`config.mk`:
```
export PLATFORM = sky130hd
export DESIGN_NAME = arp_resolver_responder
export DESIGN_NICKNAME = d
export VERILOG_FILES = /design/src/rtl/arprr_pkg.sv /design/src/rtl/arprr_engine.sv /design/src/rtl/arp_resolver_responder.sv
export SDC_FILE = /design/constraint.sdc
export NUM_CORES = 1
export LEC_CHECK = 0
export ABC_AREA = 0
export BUFFER_PORTS_ARGS = -buffer_cell sky130_fd_sc_hd__buf_4
export CORE_UTILIZATION = 27
export DETAILED_ROUTE_END_ITERATION = 8
export PLACE_DENSITY = 0.49
export SLEW_MARGIN = 20
export SYNTH_ARGS = -nofsm -noshare
export SYNTH_HDL_FRONTEND = slang
export SYNTH_HIERARCHICAL = 1
export SYNTH_SLANG_ARGS = --single-unit
```
`constraint.sdc`:
```
create_clock -name i_clk -period 11.2 [get_ports i_clk]
set_input_delay 1.68 -clock i_clk [delete_from_list [all_inputs] [get_ports i_clk]]
set_output_delay 1.68 -clock i_clk [all_outputs]
set_load 0.01 [all_outputs]
```
`src/rtl/arprr_pkg.sv`:
```
`timescale 1ns / 1ps
// ----------------------------------------------------------------------------
// ARP resolver/responder package
// Shared types, codes and protocol constants for the resolver and its engine.
// ----------------------------------------------------------------------------
package arprr_pkg;

    localparam logic [15:0] HTYPE_ETHERNET = 16'h0001;
    localparam logic [15:0] PTYPE_IPV4     = 16'h0800;
    localparam logic [7:0]  HLEN_ETHERNET  = 8'd6;
    localparam logic [7:0]  PLEN_IPV4      = 8'd4;
    localparam logic [15:0] OPER_REQUEST   = 16'h0001;
    localparam logic [15:0] OPER_REPLY     = 16'h0002;

    localparam logic [15:0] TIMEOUT_RESET  = 16'd2000;
    localparam logic [3:0]  RETRIES_RESET  = 4'd4;

    localparam int CFG_IDX_W  = 2;
    localparam int CFG_DATA_W = 48;
    localparam logic [CFG_IDX_W-1:0] CFG_OWN_IP        = 2'd0;
    localparam logic [CFG_IDX_W-1:0] CFG_OWN_MAC       = 2'd1;
    localparam logic [CFG_IDX_W-1:0] CFG_TIMEOUT_TICKS = 2'd2;
    localparam logic [CFG_IDX_W-1:0] CFG_RETRY_LIMIT   = 2'd3;

    localparam int IN_DATA_W  = 208;
    localparam int OUT_DATA_W = 160;

    typedef enum logic [1:0] {
        CMD_RESOLVE = 2'd0,
        CMD_PACKET  = 2'd1,
        CMD_TICK    = 2'd2
    } t_cmd;

    typedef enum logic [2:0] {
        KIND_REQUEST  = 3'd0,
        KIND_REPLY    = 3'd1,
        KIND_RESOLVED = 3'd2,
        KIND_TIMEOUT  = 3'd3,
        KIND_BUSY     = 3'd4
    } t_kind;

    typedef struct packed {
        t_cmd        command;
        logic [31:0] resolve_ip;
        logic [15:0] pkt_htype;
        logic [15:0] pkt_ptype;
        logic [7:0]  pkt_hlen;
        logic [7:0]  pkt_plen;
        logic [15:0] pkt_oper;
        logic [47:0] pkt_sender_mac;
        logic [31:0] pkt_sender_ip;
        logic [31:0] pkt_target_ip;
    } t_item;

    typedef struct packed {
        logic [31:0] own_ip;
        logic [15:0] timeout_ticks;
        logic [3:0]  retry_limit;
    } t_cfg;

    typedef struct packed {
        logic        valid;
        t_kind       kind;
        logic [47:0] out_target_mac;
        logic [31:0] out_sender_ip;
        logic [31:0] out_target_ip;
        logic [47:0] resolved_mac;
    } t_result;

endpackage

```
`src/rtl/arprr_engine.sv`:
```
`timescale 1ns / 1ps
// ----------------------------------------------------------------------------
// ARP resolver engine
// Holds the pending resolve and its retry timer, and decides the result of
// one registered item combinationally.
// ----------------------------------------------------------------------------
module arprr_engine (
    input  logic              i_clk,
    input  logic              i_rst_n,
    input  logic              i_en,
    input  arprr_pkg::t_item  i_item,
    input  arprr_pkg::t_cfg   i_cfg,
    output arprr_pkg::t_result o_res
);

    logic        r_pending;
    logic [31:0] r_pending_ip;
    logic [3:0]  r_retries_left;
    logic [15:0] r_ticks_left;

    logic        n_pending;
    logic [31:0] n_pending_ip;
    logic [3:0]  n_retries_left;
    logic [15:0] n_ticks_left;

    logic        hdr_ok;

    assign hdr_ok = (i_item.pkt_htype == arprr_pkg::HTYPE_ETHERNET)
                 && (i_item.pkt_ptype == arprr_pkg::PTYPE_IPV4)
                 && (i_item.pkt_hlen  == arprr_pkg::HLEN_ETHERNET)
                 && (i_item.pkt_plen  == arprr_pkg::PLEN_IPV4);

    always_comb begin
        n_pending      = r_pending;
        n_pending_ip   = r_pending_ip;
        n_retries_left = r_retries_left;
        n_ticks_left   = r_ticks_left;
        o_res          = '0;
        o_res.kind     = arprr_pkg::KIND_REQUEST;

        case (i_item.command)
            arprr_pkg::CMD_RESOLVE: begin
                if (r_pending) begin
                    o_res.valid = 1'b1;
                    o_res.kind  = arprr_pkg::KIND_BUSY;
                end else begin
                    n_pending           = 1'b1;
                    n_pending_ip        = i_item.resolve_ip;
                    n_retries_left      = i_cfg.retry_limit;
                    n_ticks_left        = i_cfg.timeout_ticks;
                    o_res.valid         = 1'b1;
                    o_res.kind          = arprr_pkg::KIND_REQUEST;
                    o_res.out_sender_ip = i_cfg.own_ip;
                    o_res.out_target_ip = i_item.resolve_ip;
                end
            end
            arprr_pkg::CMD_PACKET: begin
                if (hdr_ok && i_item.pkt_oper == arprr_pkg::OPER_REPLY) begin
                    if (r_pending && i_item.pkt_sender_ip == r_pending_ip) begin
                        n_pending          = 1'b0;
                        n_ticks_left       = '0;
                        o_res.valid        = 1'b1;
                        o_res.kind         = arprr_pkg::KIND_RESOLVED;
                        o_res.resolved_mac = i_item.pkt_sender_mac;
                    end
                end else if (hdr_ok && i_item.pkt_oper == arprr_pkg::OPER_REQUEST
                             && i_item.pkt_target_ip == i_cfg.own_ip) begin
                    // A reply leaves the request timer alone.
                    o_res.valid          = 1'b1;
                    o_res.kind           = arprr_pkg::KIND_REPLY;
                    o_res.out_target_mac = i_item.pkt_sender_mac;
                    o_res.out_sender_ip  = i_item.pkt_target_ip;
                    o_res.out_target_ip  = i_item.pkt_sender_ip;
                end
            end
            arprr_pkg::CMD_TICK: begin
                if (r_pending) begin
                    if (r_ticks_left > 16'd1) begin
                        n_ticks_left = r_ticks_left - 16'd1;
                    end else if (r_retries_left != 4'd0) begin
                        n_retries_left      = r_retries_left - 4'd1;
                        n_ticks_left        = i_cfg.timeout_ticks;
                        o_res.valid         = 1'b1;
                        o_res.kind          = arprr_pkg::KIND_REQUEST;
                        o_res.out_sender_ip = i_cfg.own_ip;
                        o_res.out_target_ip = r_pending_ip;
                    end else begin
                        n_pending          = 1'b0;
                        n_ticks_left       = '0;
                        o_res.valid        = 1'b1;
                        o_res.kind         = arprr_pkg::KIND_TIMEOUT;
                        o_res.resolved_mac = '1;
                    end
                end
            end
            default: begin
            end
        endcase
    end

    always_ff @(posedge i_clk) begin
        if (!i_rst_n) begin
            r_pending      <= 1'b0;
            r_pending_ip   <= '0;
            r_retries_left <= '0;
            r_ticks_left   <= '0;
        end else if (i_en) begin
            r_pending      <= n_pending;
            r_pending_ip   <= n_pending_ip;
            r_retries_left <= n_retries_left;
            r_ticks_left   <= n_ticks_left;
        end
    end

    // A completed or failed resolve always clears the pending flag.
    a_done_clears: assert property (@(posedge i_clk) disable iff (!i_rst_n)
        (i_en && o_res.valid && (o_res.kind == arprr_pkg::KIND_RESOLVED
                                 || o_res.kind == arprr_pkg::KIND_TIMEOUT))
        |=> !r_pending)
        else $error("pending not cleared after resolve finished");

    // A resolve only starts together with a request send.
    a_start_sends: assert property (@(posedge i_clk) disable iff (!i_rst_n)
        $rose(r_pending) |-> $past(i_en && o_res.valid
                                   && o_res.kind == arprr_pkg::KIND_REQUEST))
        else $error("pending set without a request send");

    // Timeout is given only once the retries are used up.
    a_timeout_no_retries: assert property (@(posedge i_clk) disable iff (!i_rst_n)
        (i_en && o_res.valid && o_res.kind == arprr_pkg::KIND_TIMEOUT)
        |-> (r_retries_left == 4'd0))
        else $error("timeout with retries left");

    // Busy is only reported while a resolve is pending, and it stays pending.
    a_busy_keeps: assert property (@(posedge i_clk) disable iff (!i_rst_n)
        (i_en && o_res.valid && o_res.kind == arprr_pkg::KIND_BUSY)
        |=> r_pending && $stable(r_pending_ip))
        else $error("busy result disturbed the pending resolve");

endmodule

```
`src/rtl/arp_resolver_responder.sv`:
```
`timescale 1ns / 1ps
// ----------------------------------------------------------------------------
// ARP resolver and responder
// Resolves one IPv4 address at a time and answers ARP requests for own_ip.
// ----------------------------------------------------------------------------
// The block takes one beat per clock cycle while its result register can
// drain, and gives at most one result beat for each. A beat is held in the
// input register, is decided by a single pass of compares, and its result
// is presented from the result register. Command 0 on tuser starts a
// resolve, command 1 carries a parsed ARP header, command 2 is a timer tick.
// Input beats keep flowing while a result waits, as long as the result
// register can drain; while it is stalled, one more beat can still be held.
// ----------------------------------------------------------------------------
module arp_resolver_responder (
    input  logic                            i_clk,
    input  logic                            i_rst_n,

    input  logic                            i_cfg_we,
    input  logic [arprr_pkg::CFG_IDX_W-1:0] i_cfg_idx,
    input  logic [arprr_pkg::CFG_DATA_W-1:0] i_cfg_data,

    input  logic                            s_axis_tvalid,
    output logic                            s_axis_tready,
    // resolve_ip, pkt_htype, pkt_ptype, pkt_hlen, pkt_plen, pkt_oper,
    // pkt_sender_mac, pkt_sender_ip, pkt_target_ip
    input  logic [arprr_pkg::IN_DATA_W-1:0] s_axis_tdata,
    // command
    input  logic [1:0]                      s_axis_tuser,

    output logic                            m_axis_tvalid,
    input  logic                            m_axis_tready,
    // out_target_mac, out_sender_ip, out_target_ip, resolved_mac
    output logic [arprr_pkg::OUT_DATA_W-1:0] m_axis_tdata,
    // kind
    output logic [2:0]                      m_axis_tuser
);

    logic [31:0]        r_own_ip;
    logic [15:0]        r_timeout_ticks;
    logic [3:0]         r_retry_limit;

    logic               r_in_valid;
    arprr_pkg::t_item   r_in;
    logic               r_out_valid;
    arprr_pkg::t_result r_out;

    arprr_pkg::t_cfg    cfg;
    arprr_pkg::t_result res;
    logic               out_free;
    logic               consume;

    // own_mac is written but is not read anywhere in this block.
    logic [47:0]        r_own_mac;

    always_ff @(posedge i_clk) begin
        if (!i_rst_n) begin
            r_own_ip        <= '0;
            r_own_mac       <= '0;
            r_timeout_ticks <= arprr_pkg::TIMEOUT_RESET;
            r_retry_limit   <= arprr_pkg::RETRIES_RESET;
        end else if (i_cfg_we) begin
            case (i_cfg_idx)
                arprr_pkg::CFG_OWN_IP:        r_own_ip        <= i_cfg_data[31:0];
                arprr_pkg::CFG_OWN_MAC:       r_own_mac       <= i_cfg_data;
                arprr_pkg::CFG_TIMEOUT_TICKS: r_timeout_ticks <= i_cfg_data[15:0];
                arprr_pkg::CFG_RETRY_LIMIT:   r_retry_limit   <= i_cfg_data[3:0];
                default: begin
                end
            endcase
        end
    end

    assign cfg.own_ip        = r_own_ip;
    assign cfg.timeout_ticks = r_timeout_ticks;
    assign cfg.retry_limit   = r_retry_limit;

    assign out_free      = !r_out_valid || m_axis_tready;
    assign consume       = r_in_valid && out_free;
    assign s_axis_tready = !r_in_valid || out_free;

    always_ff @(posedge i_clk) begin
        if (!i_rst_n) begin
            r_in_valid <= 1'b0;
        end else if (s_axis_tready) begin
            r_in_valid <= s_axis_tvalid;
        end
    end

    always_ff @(posedge i_clk) begin
        if (s_axis_tready && s_axis_tvalid) begin
            r_in.command        <= arprr_pkg::t_cmd'(s_axis_tuser);
            r_in.resolve_ip     <= s_axis_tdata[31:0];
            r_in.pkt_htype      <= s_axis_tdata[47:32];
            r_in.pkt_ptype      <= s_axis_tdata[63:48];
            r_in.pkt_hlen       <= s_axis_tdata[71:64];
            r_in.pkt_plen       <= s_axis_tdata[79:72];
            r_in.pkt_oper       <= s_axis_tdata[95:80];
            r_in.pkt_sender_mac <= s_axis_tdata[143:96];
            r_in.pkt_sender_ip  <= s_axis_tdata[175:144];
            r_in.pkt_target_ip  <= s_axis_tdata[207:176];
        end
    end

    arprr_engine u_engine (
        .i_clk   (i_clk),
        .i_rst_n (i_rst_n),
        .i_en    (consume),
        .i_item  (r_in),
        .i_cfg   (cfg),
        .o_res   (res)
    );

    always_ff @(posedge i_clk) begin
        if (!i_rst_n) begin
            r_out_valid <= 1'b0;
        end else if (out_free) begin
            r_out_valid <= consume && res.valid;
        end
    end

    always_ff @(posedge i_clk) begin
        if (consume && res.valid) begin
            r_out <= res;
        end
    end

    assign m_axis_tvalid = r_out_valid;
    assign m_axis_tuser  = r_out.kind;
    assign m_axis_tdata  = {r_out.resolved_mac, r_out.out_target_ip,
                            r_out.out_sender_ip, r_out.out_target_mac};

endmodule

```
==> impl_metrics.csv, run 1 <==
group,metric,value,unit
outcome,status,"finished, final reports clean",
clocking,cts_setup_buffers,0,
clocking,hold_buffers,0,
yosys,ys_warn_count,6,
sta,max_slew_margin,27.5,%
clocking,insertion_delay,0.61,ns
sta,post-route-period-util,40.7,%
clocking,cts_buffers,55,
clocking,root_buffer,"clkbuf_16",
setup_path,cp_top_family,"simple AND/OR/NAND/NOR gates",
yosys,syn_nets,1629,
sta,rsz0062_at_grt,"false",
die,die_w,266,um
detailed_routing,avgRoutedWirePerCell,20.3,um
pwr,fin_total_pwr,4.12,mW
yosys,synth_top_area_share,59.6,%
setup_path,slowest_delay,0.88,ns
cells_and_area,layout.nets,2036,
clocking,path_clk_slew,0.06,ns
yosys,synth_cells,1357,
global_routing,grt_max_degree,80,
worst_hold_path,hold_class,"reg2reg",
setup_path,rr_worst_depth,10,
sta,setup_viol,0,
die,die_h,266,um
global_routing,grt_pass1_wl,80700,um
die,die_area,70700,um^2
cells_and_area,mostFrequentLayoutCell,"buf_4",
yosys,yosys-top-cells-area,"edfxtp_1, dfxtp_1, nand2_1",
yosys,yosysSeqAreaShare,71.0,%
setup_path,required,11.42,ns
detailed_routing,dr_total_vias,12400,
placed_design,place_hpwl,36400,um
sta,skew,0.0292,ns
detailed_routing,wl,55700,um
placed_design,gp_congestion,0.802,
placed_design,port_buffers,413,
pwr,p_per_area,167,nW/um^2
detailed_routing,routed_via_density,4.51,
yosys,async_flop_share,0,%
yosys,ys_types,67,
pwr,ir_drop,96.4,uV
sta,slew_violations,0,
global_routing,grt.overflow.total,0,
die,rows,96,
setup_path,cp_num_buf_inv,2,
cells_and_area,area_delta_synth_final,31.0,%
clocking,cts.sinks,480,
setup_path,cp_slowest_cell,"buf_4",
yosys,syn_area,18800,um^2
clocking,htree_levels,2,
sta,worst_pin_slew,1.09,ns
setup_path,crit_type,"reg2reg",
yosys,syn_area_per_cell,13.9,um^2
clocking,clk_path_buf_depth,3,
die,coreArea,68700,um^2
clocking,ctsResizeCount,0,
die,start_util,27.4,%
cells_and_area,drive_above_1_share,30.1,%
worst_hold_path,min_path_cells,2,
run,drv_cap,0,
pwr,leakagePower,9.19,nW
detailed_routing,drtIter0Drc,899,
detailed_routing,drt_first_pass_iters,7,
die,pin_count,430,
global_routing,antenna_found_initial,9,
detailed_routing,drc,0,
setup_path,arrival,4.77,ns
yosys,ys.flop_type,"edfxtp_1",
sta,setup_tns,0,ns
sta,min_period,4.55,ns
setup_path,startpoint_type,"flop",
sta,whs,0.463,ns
detailed_routing,postRouteAntennaNets,0,
setup_path,endpoint_kind,"flop",
setup_path,worstPathMaxFanout,79,
global_routing,grt.total_usage,15.3,%
yosys,ys_ff_latch,480,
sta,fmax,220,MHz
yosys,synth_edf_count,373,
cells_and_area,final_cell_mix,"buf_4, edfxtp_1, nand2_1",
setup_path,crit_cells,10,
global_routing,first_global_vias,12600,
clocking,cts_tree,"yes",
sta,hold_viol,0,
yosys,yosysTopAreaCell,"edfxtp_1",
setup_path,cp_cell_sequence,"xor2_1 -> nor3_1 -> nand4_1 -> nor3_1 -> o21ai_0 -> a31oi_1 -> nand2_1 -> nor2b_4 -> buf_4 -> buf_4",
[area by class of cell]
type                    instances  area [um^2]
diodes                          5         12.5
fillers                      6765        44100
clock inverters                32          332
multi-input cells             777         4980
repair buffers                429         3220
well taps                     931         1160
flip-flops and latches        480        13300
clock buffers                  71         1500
inverters                      21         78.8
[report_power, final]
part           switching, mW  leakage, nW  internal [mW]  total, mW
Combinational          0.145         3.85          0.118      0.263
Sequential            0.0347         4.45           1.99       2.02
Clock                  0.750        0.890           1.08       1.83
Total                  0.929         9.19           3.19       4.12
[stage by stage]
| stage | setup WS (ns) | instance area, um^2 | utilization, % | cells |
|---|---|---|---|---|
| final | 6.65 | 24600 | 35.9 | 2746 |
| after global routing | 6.26 | 24600 | 35.8 | 2745 |
| after CTS | 6.47 | 24600 | 35.8 | 2741 |
| after detailed placement | 6.50 | 22800 | 33.2 | 2638 |
| after global placement | 6.51 | 22800 | 33.2 | 2638 |
| after floorplan | 1.52 | 18800 | - | 1357 |
[worst register-to-register path, stage by stage (launching register included)]
cell and delay, ns:
edfxtp_1 0.41, xor2_1 0.18, nor3_1 0.58, nand4_1 0.17
nor3_1 0.62, o21ai_0 0.18, a31oi_1 0.24, nand2_1 0.14
nor2b_4 0.12, buf_4 0.52, buf_4 0.91
[layer usage]
layer | wire (um) | part of all wire (%) | GRT usage (%)
met5 | 71 | 0.13 | 0
met4 | 1280 | 2.3 | 4.91
met3 | 3990 | 7.2 | 4.21
met2 | 26200 | 47 | 24.4
met1 | 24200 | 43 | 20.0
[flip-flops by register name (all words and copies together) (netlist names)]
| name | count |
|---|---|
| u_engine/r_retries_left | 4 |
| r_own_ip | 32 |
| r_in_valid | 1 |
| r_in | 210 |
| m_axis_tvalid | 1 |
| m_axis_tdata | 160 |
| u_engine/r_pending_ip | 32 |
| m_axis_tuser | 3 |
| u_engine/r_pending | 1 |
| r_retry_limit | 4 |
| r_timeout_ticks | 16 |
| u_engine/r_ticks_left | 16 |
[cell families (layout without fill, tap and decap cells)]
logic type,Yosys count,after routing,share of synthesized area (%)
xor gates and xnor gates,70,70,3.26
DFF,480,480,71.0
buffers and inverters,100,553,2.87
muxes,45,45,2.40
and+or+nand+nor,403,403,10.7
adders and majority gates,7,7,0.466
other,0,5,0
AOI/OAI and AO/OA,252,252,9.35
[synthesized netlist by cell type, types with 4 or more instances]
library cell  number
nor2b_1            4
o211ai_1           8
nand4_1           14
o21ai_0            9
mux2i_1           45
a22oi_1           55
buf_4              4
o31a_1             4
nor4_1            23
xnor2_1           30
dfxtp_1          107
ha_1               7
a22oi_2           10
nand3_1           10
o21a_1            48
xor2_1            40
buf_2             26
and2_1            55
edfxtp_1         373
nand2_1          202
a21oi_1           79
clkbuf_1          37
nor3_1             6
inv_1             21
buf_6              9
nor4b_1            6
nand4b_1           6
a32o_1            10
nor2_1            49
[path summary, 6_finish.rpt]
check	startpoint	end	slack, ns
max	r_in[42]$_DFFE_PP_	m_axis_tdata[114]$_DFFE_PP_	6.65
min	r_retry_limit[1]$_SDFFE_PN0P_	r_retry_limit[1]$_SDFFE_PN0P_	0.46
max reg2reg	r_in[42]$_DFFE_PP_	m_axis_tdata[114]$_DFFE_PP_	6.65
min reg2reg	r_retry_limit[1]$_SDFFE_PN0P_	r_retry_limit[1]$_SDFFE_PN0P_	0.46
(Power assumes the default switching activity.)
==> run 2: changes to the inputs <==
==> constraint.sdc (replaced) <==
create_clock -name i_clk -period 4.35 [get_ports i_clk]
set_input_delay 0.6525 -clock i_clk [delete_from_list [all_inputs] [get_ports i_clk]]
set_output_delay 0.6525 -clock i_clk [all_outputs]
set_load 0.01 [all_outputs]
==> run 2 against run 1 <==
Effect of this change:
- final area is 0.21% higher
- power rose to 2.6 times the previous value
- sequential power rose to 2.6 times the previous value
- register-to-register slack worse by 5.8 ns
- largest power group unchanged
==> impl_metrics.csv, run 2 (same netlist as run 1, synthesis figures left out) <==
group,metric,value,unit
cells_and_area,layout.nets,2037,
setup_path,rr_startpoint,"r_in[115]$_DFFE_PP_",
cells_and_area,fin_util,35.9,%
sta,skew,0.0251,ns
sta,finalWorstSetupSlack,0.827,ns
worst_hold_path,min_to,"r_in[103]$_DFFE_PP_",
sta,min_period,3.52,ns
global_routing,grt.met3_usage,4.29,%
sta,max_slew_margin,31.7,%
pwr,combPwrFrac,6.5,%
global_routing,grt_pass1_wl,78500,um
placed_design,gp_congestion,0.784,
placed_design,pre_cts_ws,0.710,ns
die,die_h,266,um
cells_and_area,fillers,6728,
die,start_util,27.4,%
global_routing,top_usage_layer,"met2",
global_routing,first_global_vias,12400,
pwr,p_per_area,426,nW/um^2
clocking,cts_tree,"yes",
detailed_routing,dr_total_vias,12400,
detailed_routing,postRouteAntennaNets,0,
global_routing,antenna_found_initial,13,
setup_path,endpoint_kind,"flop",
run,drv_cap,0,
setup_path,startpoint_type,"flop",
clocking,path_clk_slew,0.06,ns
die,rows,96,
global_routing,grt.total_usage,14.8,%
die,die_w,266,um
sta,slew_violations,0,
sta,worst_pin_slew,1.02,ns
setup_path,worstPathMaxFanout,99,
detailed_routing,drc,0,
detailed_routing,wl,54400,um
setup_path,rr_worst_depth,9,
cells_and_area,drive_above_1_share,30.1,%
clocking,cts_setup_buffers,0,
placed_design,place_hpwl,36500,um
die,coreArea,68700,um^2
clocking,ctsResizeCount,0,
detailed_routing,avgRoutedWirePerCell,19.8,um
pwr,p_sw,2.32,mW
sta,post-route-period-util,81.0,%
clocking,hold_buffers,0,
detailed_routing,drtIter0Drc,806,
cells_and_area,final_cell_mix,"buf_4, edfxtp_1, nand2_1",
global_routing,grt.overflow.total,0,
pwr,p_int,8.19,mW
setup_path,arrival,3.75,ns
cells_and_area,top_register,"r_in",
clocking,cts.sinks,480,
detailed_routing,routed_via_density,4.50,
placed_design,port_buffers,413,
worst_hold_path,min_path_cells,1,
global_routing,grt_max_degree,114,
clocking,htree_levels,2,
clocking,root_buffer,"clkbuf_16",
clocking,clk_path_buf_depth,3,
setup_path,required,4.58,ns
setup_path,r2r_end,"m_axis_tdata[132]$_DFFE_PP_",
cells_and_area,mostFrequentLayoutCell,"buf_4",
sta,fmax,284,MHz
pwr,pwr-share-clk,44.0,%
outcome,status,"finished, final reports clean",
clocking,cts_buffers,54,
pwr,ir_drop,262,uV
clocking,insertion_delay,0.60,ns
pwr,seqPwrFrac,49.5,%
die,pin_count,430,
worst_hold_path,hold_class,"in2reg",
sta,setup_viol,0,
cells_and_area,area_delta_synth_final,31.3,%
sta,hold_viol,0,
setup_path,crit_type,"reg2reg",
worst_hold_path,min-delay-start,"s_axis_tdata[135]",
sta,rsz0062_at_grt,"false",
setup_path,worst-r2r-setup-slack,0.83,ns
global_routing,grt_util_met2,25.7,%
pwr,p_sw_share,22.1,%
detailed_routing,drt_first_pass_iters,7,
die,die_area,70700,um^2
cells_and_area,largest_reg_flops,210,
pwr,leakagePower,9.22,nW
global_routing,use_met1,17.9,%
## run 2: changes by cell type in the layout (fill, tap and decap cells not counted), sizes merged
cell / change
bufinv: +1
clkinvlp: -1
inv: -1
diode: -1
clkbuf: -2
buf: +2
## run 2: final cells by class
class                      instances  area, um^2  share of cell area, %
clock buffer                      69        1450                   5.87
tap                              931        1160                   4.72
inverter                          21        78.8                  0.319
timing repair buffer             431        3300                   13.4
multi-input combinational        777        4980                   20.2
antenna                            4        10.0                 0.0406
clock inverter                    31         353                   1.43
sequential                       480       13300                   54.1
## run 2: power by group through the flow
| stage | registers, mW | clock network [mW] | logic, mW |
|---|---|---|---|
| global placement | 5.30 | 0 | 0.685 |
| CTS | 5.20 | 4.78 | 0.695 |
| global route | 5.22 | 4.95 | 0.742 |
| finish | 5.20 | 4.63 | 0.680 |
| floorplan | 5.30 | 0 | 0.345 |
| detailed placement | 5.30 | 0 | 0.692 |
## run 2: per-layer routing
metal | vias up | part of all wire (%)
met2 | 360 | 50
met1 | 6072 | 41
met3 | 86 | 6.9
li1 | 5821 | -
met5 | - | 0.19
met4 | 16 | 1.8
## run 2: worst max-delay path, stage by stage (launching register included)
cell,delay [ns]
edfxtp_1,0.36
nor4_1,0.42
nand4_1,0.24
nor4_2,0.67
and2_1,0.23
o21ai_0,0.12
a31oi_1,0.24
nand2_1,0.14
nor2b_4,0.19
buf_12,0.40
## run 2: stage by stage
step | hold WS [ns] | TNS, ns | instances | power [mW] | instance area, um^2
final | 0.225 | 0 | 2744 | 10.5 | 24700
after detailed placement | 0.458 | 0 | 2640 | 5.99 | 22900
after CTS | 0.172 | 0 | 2740 | 10.7 | 24700
after global routing | 0.181 | 0 | 2743 | 10.9 | 24700
after global placement | 0.453 | 0 | 2640 | 5.98 | 22900
after floorplan | 0.434 | -17.28 | 1357 | 5.64 | 18800
## run 2: worst max path at each step
stage	startpoint	end	cells past startpoint
final	r_in[115]$_DFFE_PP_	m_axis_tdata[132]$_DFFE_PP_	9
after global routing	r_in[154]$_DFFE_PP_	m_axis_tdata[132]$_DFFE_PP_	9
after CTS	r_in[154]$_DFFE_PP_	m_axis_tdata[50]$_DFFE_PP_	9
after detailed placement	r_in[154]$_DFFE_PP_	m_axis_tdata[4]$_DFFE_PP_	9
after global placement	r_in[154]$_DFFE_PP_	m_axis_tdata[32]$_DFFE_PP_	9
after floorplan	u_engine/r_ticks_left[8]$_SDFFE_PN0P_	m_axis_tdata[0]$_DFFE_PP_	7
==> run 3: changes to the inputs <==
==> constraint.sdc (replaced) <==
create_clock -name i_clk -period 3.3 [get_ports i_clk]
set_input_delay 0.495 -clock i_clk [delete_from_list [all_inputs] [get_ports i_clk]]
set_output_delay 0.495 -clock i_clk [all_outputs]
set_load 0.01 [all_outputs]
==> run 3 against run 2 <==
Effect of this change:
- critical endpoint is now m_axis_tdata[85]$_DFFE_PP_
- via count up 0.72%
- die area unchanged
- highest routed layer unchanged
- non-clock buffer count up 23
- count of clock-buffer cells in the layout up 3
- largest power group unchanged
- power up 30%
- worst setup slack worse by 0.66 ns
- clock power up 27%
- combinational power up 37%
- sequential cell count unchanged
==> impl_metrics.csv, run 3 (same netlist as run 1, synthesis figures left out) <==
group,metric,value,unit
cells_and_area,layout.nets,2060,
global_routing,grt.overflow.total,0,
sta,max_slew_margin,44.7,%
detailed_routing,drt_first_pass_iters,5,
sta,skew,0.0362,ns
placed_design,gp_congestion,0.795,
cells_and_area,fin_util,36.3,%
setup_path,worstPathMaxFanout,21,
clocking,path_clk_slew,0.06,ns
detailed_routing,dr_total_vias,12400,
pwr,p_int,10.6,mW
setup_path,crit_type,"reg2reg",
global_routing,first_global_vias,12500,
clocking,hold_buffers,0,
clocking,insertion_delay,0.61,ns
pwr,p_per_area,549,nW/um^2
setup_path,rr_worst_depth,11,
cells_and_area,largest_reg_flops,210,
sta,hold_viol,0,
detailed_routing,wl,55500,um
cells_and_area,final_area,24900,um^2
worst_hold_path,hold_class,"in2reg",
die,start_util,27.4,%
clocking,root_buffer,"clkbuf_16",
cells_and_area,drive_above_1_share,30.9,%
clocking,clk_path_buf_depth,3,
run,drv_cap,0,
sta,post-route-period-util,95.0,%
detailed_routing,drtIter0Drc,775,
setup_path,endpoint_kind,"flop",
setup_path,arrival,3.43,ns
sta,min_period,3.14,ns
pwr,p_sw_share,22.4,%
outcome,status,"finished, final reports clean",
sta,rsz0062_at_grt,"false",
cells_and_area,top_register,"r_in",
sta,whs,0.0609,ns
sta,setup_tns,0,ns
die,coreArea,68700,um^2
die,pin_count,430,
cells_and_area,area_delta_synth_final,32.7,%
die,rows,96,
cells_and_area,final_cell_mix,"buf_4, edfxtp_1, nand2_1",
global_routing,grt_pass1_wl,80000,um
pwr,p_sw,3.07,mW
sta,worst_pin_slew,0.830,ns
clocking,cts_setup_buffers,0,
setup_path,startpoint_type,"flop",
placed_design,port_buffers,413,
setup_path,worst-r2r-setup-slack,0.16,ns
worst_hold_path,min_path_cells,1,
sta,fmax,319,MHz
clocking,cts.sinks,480,
die,die_w,266,um
clocking,htree_levels,2,
detailed_routing,avgRoutedWirePerCell,20.1,um
die,die_h,266,um
pwr,seqPwrFrac,50.1,%
detailed_routing,routed_via_density,4.50,
sta,setup_viol,0,
global_routing,grt.total_usage,15.2,%
sta,slew_violations,0,
global_routing,antenna_found_initial,6,
setup_path,required,3.59,ns
placed_design,placed_area,23200,um^2
global_routing,grt_max_degree,71,
pwr,combPwrFrac,6.8,%
detailed_routing,drc,0,
placed_design,place_hpwl,38200,um
clocking,cts_tree,"yes",
detailed_routing,postRouteAntennaNets,0,
pwr,leakagePower,9.33,nW
die,die_area,70700,um^2
pwr,ir_drop,389,uV
cells_and_area,mostFrequentLayoutCell,"buf_4",
clocking,cts_buffers,54,
pwr,pwr-share-clk,43.1,%
==> run 3: worst max-delay path, stage by stage (launching register included) <==
cell and delay, ns:
edfxtp_1 0.40, xnor2_1 0.39, nand4_1 0.18, nor4_1 0.37, nand4_1 0.32, nor2_1 0.18, o21ai_0 0.13, a31oi_1 0.18
nand2_1 0.12, nor2b_4 0.19, buf_12 0.17, buf_12 0.19
==> run 3: worst paths after layout <==
kind / startpoint / to
max: r_in[13]$_DFFE_PP_ / m_axis_tdata[85]$_DFFE_PP_
min: s_axis_tdata[42] / r_in[170]$_DFFE_PP_
max reg2reg: r_in[13]$_DFFE_PP_ / m_axis_tdata[85]$_DFFE_PP_
min reg2reg: r_retry_limit[1]$_SDFFE_PN0P_ / r_retry_limit[1]$_SDFFE_PN0P_
==> run 3: cell type report <==
class,count,area (um^2)
fill,6706,43800
sequential,480,13300
multi-input combinational,777,4990
timing repair buffer,454,3630
clock buffer,72,1430
tap,931,1160
clock inverter,29,300
inverter,21,78.8
antenna,2,5.00
==> run 3: what timing repair did <==
action,CTS,global route
resized for setup,0,1
endpoints found under the hold margin,0,0
endpoints found under the setup margin,0,11
==> run 3: power groups by stage <==
| stage | sequential, mW | clock, mW | combinational [mW] |
|---|---|---|---|
| floorplan | 6.98 | 0 | 0.455 |
| global placement | 6.98 | 0 | 0.932 |
| detailed placement | 6.99 | 0 | 0.942 |
| CTS | 6.86 | 6.10 | 0.945 |
| global route | 6.89 | 6.30 | 1.01 |
| finish | 6.86 | 5.90 | 0.930 |
==> run 3: metal layers <==
| metal | track usage, % | vias to the layer above | part of all wire [%] |
|---|---|---|---|
| met5 | 0 | - | 0.074 |
| met1 | 18.9 | 6130 | 42 |
| met2 | 25.6 | 363 | 49 |
| li1 | - | 5871 | - |
| met3 | 4.15 | 74 | 7.1 |
| met4 | 4.35 | 6 | 2.1 |
==> run 3: per-stage QoR <==
step	setup WS, ns	power [mW]	std cells
detailed placement	0.177	7.93	2663
global placement	0.151	7.91	2663
global route	0.00410	14.2	2765
finish	0.164	13.7	2766
floorplan	-1.16	7.43	1357
CTS	0.155	13.9	2764
